**src/sv/rc4_pkg.sv**
```systemverilog
// Shared types and constants for the RC4 stream cipher unit.
// Used by the controller, the datapath, the top level and the checker.
// Depends on nothing else.
package rc4_pkg;

   // Field and table sizes.
   localparam int BYTE_W        = 8;
   localparam int KIND_W        = 2;
   localparam int STATUS_W      = 2;
   localparam int KEY_LEN_W     = 9;
   localparam int REQ_DATA_W    = 3 * BYTE_W;
   localparam int TABLE_DEPTH   = 256;
   localparam int MAX_KEY_BYTES = 256;
   localparam logic [KEY_LEN_W-1:0] KEY_LEN_RESET = 9'd16;

   // Item kinds carried in req_tuser.
   typedef enum logic [KIND_W-1:0] {
      KIND_KEY_WRITE = 2'd0,
      KIND_SCHEDULE  = 2'd1,
      KIND_DATA      = 2'd2
   } kind_type;

   // Result status carried in rsp_tuser.
   typedef enum logic [STATUS_W-1:0] {
      STATUS_OK         = 2'd0,
      STATUS_REJECT     = 2'd1,
      STATUS_NOT_KEYED  = 2'd2
   } status_type;

   // Which result the datapath prepares.
   typedef enum logic [1:0] {
      RES_OK     = 2'd0,
      RES_REJECT = 2'd1,
      RES_PASS   = 2'd2,
      RES_CIPHER = 2'd3
   } res_sel_type;

   // Permutation table write selection.
   typedef enum logic [2:0] {
      WR_NONE  = 3'd0,
      WR_FILL  = 3'd1,
      WR_N_B   = 3'd2,
      WR_I_B   = 3'd3,
      WR_J_SI  = 3'd4
   } wr_sel_type;

   // Permutation table read port A address selection.
   typedef enum logic [1:0] {
      RA_N  = 2'd0,
      RA_I1 = 2'd1,
      RA_T  = 2'd2
   } rd_sel_type;

   // Controller states.
   typedef enum logic [3:0] {
      ST_IDLE   = 4'd0,
      ST_FILL   = 4'd1,
      ST_KS_A   = 4'd2,
      ST_KS_B   = 4'd3,
      ST_KS_C   = 4'd4,
      ST_KS_D   = 4'd5,
      ST_PG_A   = 4'd6,
      ST_PG_B   = 4'd7,
      ST_PG_C   = 4'd8,
      ST_PG_D   = 4'd9,
      ST_PG_E   = 4'd10,
      ST_PG_F   = 4'd11,
      ST_RESULT = 4'd12
   } state_type;

   // Commands from the controller to the datapath.
   typedef struct packed {
      logic        capture;
      logic        key_write;
      logic        res_set;
      res_sel_type res_sel;
      logic        sched_start;
      wr_sel_type  wr_sel;
      rd_sel_type  rd_a_sel;
      logic        j_step;
      logic        j_use_key;
      logic        n_inc;
      logic        kpos_adv;
      logic        i_inc;
      logic        sched_done;
      logic        rsp_load;
   } cmd_type;

   // Status from the datapath to the controller.
   typedef struct packed {
      logic keyed;
      logic key_empty;
      logic last_step;
      logic out_free;
   } stat_type;

endpackage

```
**src/sv/rc4_ctrl.sv**
```systemverilog
// Controller state machine of the RC4 unit: sequences key writes, the key
// schedule and keystream generation, and issues commands to rc4_dp.
// Depends on rc4_pkg.
module rc4_ctrl (
   input  logic              clock,
   input  logic              reset,
   input  logic              req_tvalid,
   output logic              req_tready,
   input  rc4_pkg::kind_type req_kind,
   input  rc4_pkg::stat_type stat,
   output rc4_pkg::cmd_type  cmd
);
   import rc4_pkg::*;

   state_type state_ff;
   state_type state_in;

   // State register.
   always_ff @(posedge clock) begin
      if (reset) begin
         state_ff <= ST_IDLE;
      end else begin
         state_ff <= state_in;
      end
   end

   // Next state.
   always_comb begin
      state_in = state_ff;
      case (state_ff)
         ST_IDLE: begin
            if (req_tvalid) begin
               case (req_kind)
                  KIND_SCHEDULE: state_in = stat.key_empty ? ST_RESULT : ST_FILL;
                  KIND_DATA:     state_in = stat.keyed ? ST_PG_A : ST_RESULT;
                  default:       state_in = ST_RESULT;
               endcase
            end
         end
         ST_FILL:   state_in = stat.last_step ? ST_KS_A : ST_FILL;
         ST_KS_A:   state_in = ST_KS_B;
         ST_KS_B:   state_in = ST_KS_C;
         ST_KS_C:   state_in = ST_KS_D;
         ST_KS_D:   state_in = stat.last_step ? ST_RESULT : ST_KS_A;
         ST_PG_A:   state_in = ST_PG_B;
         ST_PG_B:   state_in = ST_PG_C;
         ST_PG_C:   state_in = ST_PG_D;
         ST_PG_D:   state_in = ST_PG_E;
         ST_PG_E:   state_in = ST_PG_F;
         ST_PG_F:   state_in = ST_RESULT;
         ST_RESULT: state_in = stat.out_free ? ST_IDLE : ST_RESULT;
         default:   state_in = ST_IDLE;
      endcase
   end

   // Command outputs.
   always_comb begin
      cmd        = '0;
      req_tready = 1'b0;
      case (state_ff)
         ST_IDLE: begin
            req_tready = 1'b1;
            if (req_tvalid) begin
               cmd.capture = 1'b1;
               case (req_kind)
                  KIND_KEY_WRITE: begin
                     cmd.key_write = 1'b1;
                     cmd.res_set   = 1'b1;
                     cmd.res_sel   = RES_OK;
                  end
                  KIND_SCHEDULE: begin
                     if (stat.key_empty) begin
                        cmd.res_set = 1'b1;
                        cmd.res_sel = RES_REJECT;
                     end else begin
                        cmd.sched_start = 1'b1;
                     end
                  end
                  KIND_DATA: begin
                     if (!stat.keyed) begin
                        cmd.res_set = 1'b1;
                        cmd.res_sel = RES_PASS;
                     end
                  end
                  default: begin
                     cmd.res_set = 1'b1;
                     cmd.res_sel = RES_OK;
                  end
               endcase
            end
         end
         ST_FILL: begin
            cmd.wr_sel = WR_FILL;
            cmd.n_inc  = 1'b1;
         end
         ST_KS_A: begin
            cmd.rd_a_sel = RA_N;
         end
         ST_KS_B: begin
            cmd.j_step    = 1'b1;
            cmd.j_use_key = 1'b1;
         end
         ST_KS_C: begin
            cmd.wr_sel = WR_N_B;
         end
         ST_KS_D: begin
            cmd.wr_sel   = WR_J_SI;
            cmd.n_inc    = 1'b1;
            cmd.kpos_adv = 1'b1;
            if (stat.last_step) begin
               cmd.sched_done = 1'b1;
               cmd.res_set    = 1'b1;
               cmd.res_sel    = RES_OK;
            end
         end
         ST_PG_A: begin
            cmd.rd_a_sel = RA_I1;
            cmd.i_inc    = 1'b1;
         end
         ST_PG_B: begin
            cmd.j_step = 1'b1;
         end
         ST_PG_C: begin
            cmd.wr_sel = WR_I_B;
         end
         ST_PG_D: begin
            cmd.wr_sel = WR_J_SI;
         end
         ST_PG_E: begin
            cmd.rd_a_sel = RA_T;
         end
         ST_PG_F: begin
            cmd.res_set = 1'b1;
            cmd.res_sel = RES_CIPHER;
         end
         ST_RESULT: begin
            cmd.rsp_load = stat.out_free;
         end
         default: begin
            cmd = '0;
         end
      endcase
   end

endmodule

```
**config.mk**
```make
export PLATFORM = sky130hd
export DESIGN_NAME = rc4_ctrl
export DESIGN_NICKNAME = d
export VERILOG_FILES = /design/src/sv/rc4_pkg.sv /design/src/sv/rc4_ctrl.sv
export SDC_FILE = /design/constraint.sdc
export NUM_CORES = 1
export LEC_CHECK = 0
export BUFFER_PORTS_ARGS = -buffer_cell sky130_fd_sc_hd__clkbuf_2
export CORE_UTILIZATION = 35
export CTS_BUF_LIST = sky130_fd_sc_hd__clkbuf_8
export DETAILED_ROUTE_END_ITERATION = 10
export PLACE_DENSITY = 0.68
export SYNTH_ARGS = -nofsm -noshare
export SYNTH_HDL_FRONTEND = slang
export SYNTH_SLANG_ARGS = --single-unit
export TNS_END_PERCENT = 100
```
**constraint.sdc**
```tcl
create_clock -name clock -period 1.75 [get_ports clock]
set_input_delay 0.0875 -clock clock [delete_from_list [all_inputs] [get_ports clock]]
set_output_delay 0.0875 -clock clock [all_outputs]
set_load 0.01 [all_outputs]
```
Yosys cells after proc, flatten, opt, wreduce, memory -nomap -nowiden --
Cells that the tools add are included.
Operators by class: equality and inequality tests 15, mux-type cells 30, reduce and logical (&&, ||, !) cells 5
Operators by type and width (count):
- $pmux 4 s13 | 1
- $eq 4x4->1 const B | 5
- $mux 4 | 5
- $eq 4x3->1 const B | 4
- $mux 1 | 13
- $pmux 3 s4 | 1
- $mux 3 | 3
- $pmux 3 s3 | 1
- $eq 4x2->1 const B | 2
- $pmux 4 s2 | 1
- $mux 6 | 1
- $pmux 3 s2 | 1
- $reduce_or 2->1 | 3
- $eq 4x1->1 const B | 1
- $logic_not 4->1 | 1
- $mux 2 | 2
- $pmux 2 s2 | 1
- $eq 2x1->1 const B | 1
- $eq 2x2->1 const B | 1
- $logic_not 2->1 | 1
- $ne 2x2->1 const B | 1
Storage, ports and cells: flip-flop bits (word level) 4, output and inout port bits 19, word-level logic and storage cells 51

Longest topological paths before layout --
word-level depth 4, gate-level depth with buffers 6

Worst setup path before layout --
Ideal clock, no wire load.
kind register to output, from register state_ff[0], to output port cmd[12] in the netlist's numbering, data arrival time 1.257 ns, slack 0.406 ns, stages on the path, launching flop included 4, buffers on the path 0, path through dfxtp_1 -> nor4_4 -> nand2_1 -> nor3b_1
RTL lines:
- from (decl) | line rc4_ctrl.sv:15 | state_type state_ff;
- from (signal assigned) | line rc4_ctrl.sv:23 | state_ff <= state_in;
- to (decl) | line rc4_ctrl.sv:11 | output rc4_pkg::cmd_type cmd

==> results.py <==
metrics = {
    "critical_path": {
        "worst_setup_path_start_kind": "register",
        "cp-startpoint": "state_ff[0]",
        "crit_arrival_ns": 1.58,
        "worstReg2RegEnd": "state_ff[3]",
        "cp-endpoint": "cmd[15]",
        "worstRegToRegCells": 4,
        "required_ns": 1.66,
        "cp-end-kind": "output pin",
        "worstReg2RegStart": "state_ff[0]",
        "r2r_slack_ns": 0.25,
        "critical_path_class": "reg -> out",
        "crit_fanout": 15,
    },
    "timing": {
        "worst_pin_slew_ns": 0.512,
        "post-route-min-period_ns": 1.67,
        "fmax_mhz": 599,
        "slew-limit-headroom_pct": 65.9,
        "tns_ns": 0,
        "worst_slack_ns": 0.0795,
        "setup_viol": 0,
        "fin_skew_ns": 0.00370,
        "fin_crit_sh_pct": 95.5,
        "slew_violations": 0,
        "hold_viol_final": 0,
        "rsz0062_at_grt": "no",
        "hold_slack_ns": 0.160,
    },
    "placed_design": {
        "placed_area_um2": 672,
        "dp_hpwl_mm": 1.03,
        "port_buffers": 27,
        "gp_congestion": 0.820,
        "dp_slack_ns": 0.225,
    },
    "detailed_routing": {
        "dr.pass1.iters": 4,
        "finalWirelength_mm": 1.34,
        "drc_errors": 0,
        "final_antenna_net_count": 0,
        "routed_via_density": 5.23,
        "drt_iter0_drc": 10,
        "num_vias": 622,
        "wl_per_cell_um": 11.2,
    },
    "logic_synthesis": {
        "synth.avg_cell_area_um2": 6.98,
        "syn_area_um2": 531,
        "syn_inst": 76,
        "postSynth.asyncResetShare_pct": 0,
        "ys_seq_area_share_pct": 15.1,
        "synth-seq-cells": 4,
        "synth-edff-count": 0,
        "ys_warn_count": 0,
        "synth-main-ff-cell": "dfxtp_1",
        "synth_fp_nets": 89,
        "synth_cell_types": 28,
    },
    "die": {
        "die_h_um": 40.9,
        "pin_count": 28,
        "die-width_um": 40.9,
        "die_area_mm2": 0.00168,
        "placementRows": 13,
        "initial_utilization_pct": 39.3,
        "core_mm2": 0.00135,
    },
    "finish": {
        "nets": 119,
        "fillCellCount": 148,
        "layout_commonest_cell": "clkbuf_2",
        "stdcell_area_um2": 723,
        "drive_above_1_share_pct": 36.5,
        "seq_area_um2": 82.6,
        "largest_reg_flops": 4,
        "top_regs": "state_ff: 4 flops",
        "top_register": "state_ff",
        "syn_to_final_growth_pct": 36.3,
        "final_cell_mix": "clkbuf_2, nor2_1, inv_1",
        "antenna_cells": 0,
        "multi_input_area_um2": 408,
    },
    "cts": {
        "cts.clk_slew.worst_paths_ns": 0.03,
        "cts_buffers": 3,
        "cts_sinks": 4,
        "clockBufferDepth": 2,
        "cts_tree": "done",
        "clock_latency_ns": 0.22,
        "htree_levels": 1,
        "cts-root-buf": "clkbuf_8",
    },
    "power": {
        "power_density_mw_per_mm2": 1770,
        "p_leak_nw": 0.368,
        "p_total_mw": 1.28,
        "ir_drop_mv": 0.966,
    },
    "global_route": {
        "grt_max_degree": 17,
        "grt_pass1_vias": 495,
        "grtUsageTotal_pct": 17.6,
        "grt.overflow.total": 0,
        "grt_pass1_wl_mm": 1.97,
        "antenna_found_initial": 0,
    },
    "run": {
        "maxCapViolCount": 0,
    },
    "min_path": {
        "min_path_type": "in -> reg",
    },
    "outcome": {
        "status": "complete, no violations",
    },
}
==> where the power goes <==
part	internal, mW	leakage, nW	switching [mW]
sequential	0.141	0.0337	0.137
combinational	0.377	0.313	0.435
clock	0.146	0.0216	0.0455
total	0.665	0.368	0.617
==> area by class of cell <==
class,instances,area share (%)
Clock buffer,3,5.71
Inverter,6,3.11
Multi-Input combinational cell,62,56.4
Sequential cell,4,11.4
Tap cell,15,2.60
Timing Repair Buffer,29,20.8
==> repair_timing <==
item	CTS	global route
setup endpoints to repair	0	4
buffers inserted	0	1
hold buffers	0	0
resized for setup	0	2
==> cell families (layout without fill, tap and decap cells) <==
family / Yosys count / in the layout / share of synthesized area (%)
compound gates: 20 / 20 / 23.8
xor+xnor: 1 / 1 / 1.65
fa+ha+maj: 4 / 4 / 9.43
buf+inv: 10 / 38 / 8.02
flops: 4 / 4 / 15.1
mux: 1 / 1 / 1.89
simple gates: 36 / 36 / 40.1
==> cell usage after synthesis (all sizes together) (2+ instances only) <==
cell type,count,area share [%]
nor2,7,5.0
inv,6,4.2
a31oi,5,5.9
nand2,5,3.5
nand2b,5,5.9
o21ai,5,4.7
a21oi,4,3.8
buf,4,3.8
dfxtp,4,15
ha,4,9.4
nor2b,4,4.7
nor3,4,3.8
and3,3,3.5
a31o,2,3.3
nor3b,2,2.8
==> per-layer routing <==
metal / global-route usage (%) / wire length [um]
met1: 23.1 / 616
met2: 28.5 / 595
met3: 3.80 / 124
met4: 5.00 / 0
met5: 0 / 0
==> worst min path at each step <==
| stage | from | endpoint | slack, ns | depth (start not counted) |
|---|---|---|---|---|
| finish | stat[3] | state_ff[1] | 0.16 | 3 |
| global route | stat[3] | state_ff[1] | 0.18 | 3 |
| CTS | stat[3] | state_ff[1] | 0.17 | 3 |
| detailed placement | stat[3] | state_ff[1] | 0.39 | 3 |
| global placement | stat[3] | state_ff[1] | 0.39 | 3 |
| floorplan | stat[2] | cmd[12] | 0.22 | 1 |
==> through the flow <==
| stage | std cells | util [%] |
|---|---|---|
| 6_report | 119 | 53.6 |
| 5_1_grt | 119 | 53.6 |
| 4_1_cts | 118 | 52.8 |
| 3_5_place_dp | 115 | 49.8 |
| 3_3_place_gp | 115 | 49.8 |
| 2_1_floorplan | 76 | - |
==> critical path, cell delays in order, from the launching register on <==
cell      delay (ns)
dfxtp_1         0.46
and4b_1         0.34
a31oi_1         0.27
o21ai_0         0.15
clkbuf_2        0.15
(Power assumes the default switching activity.)
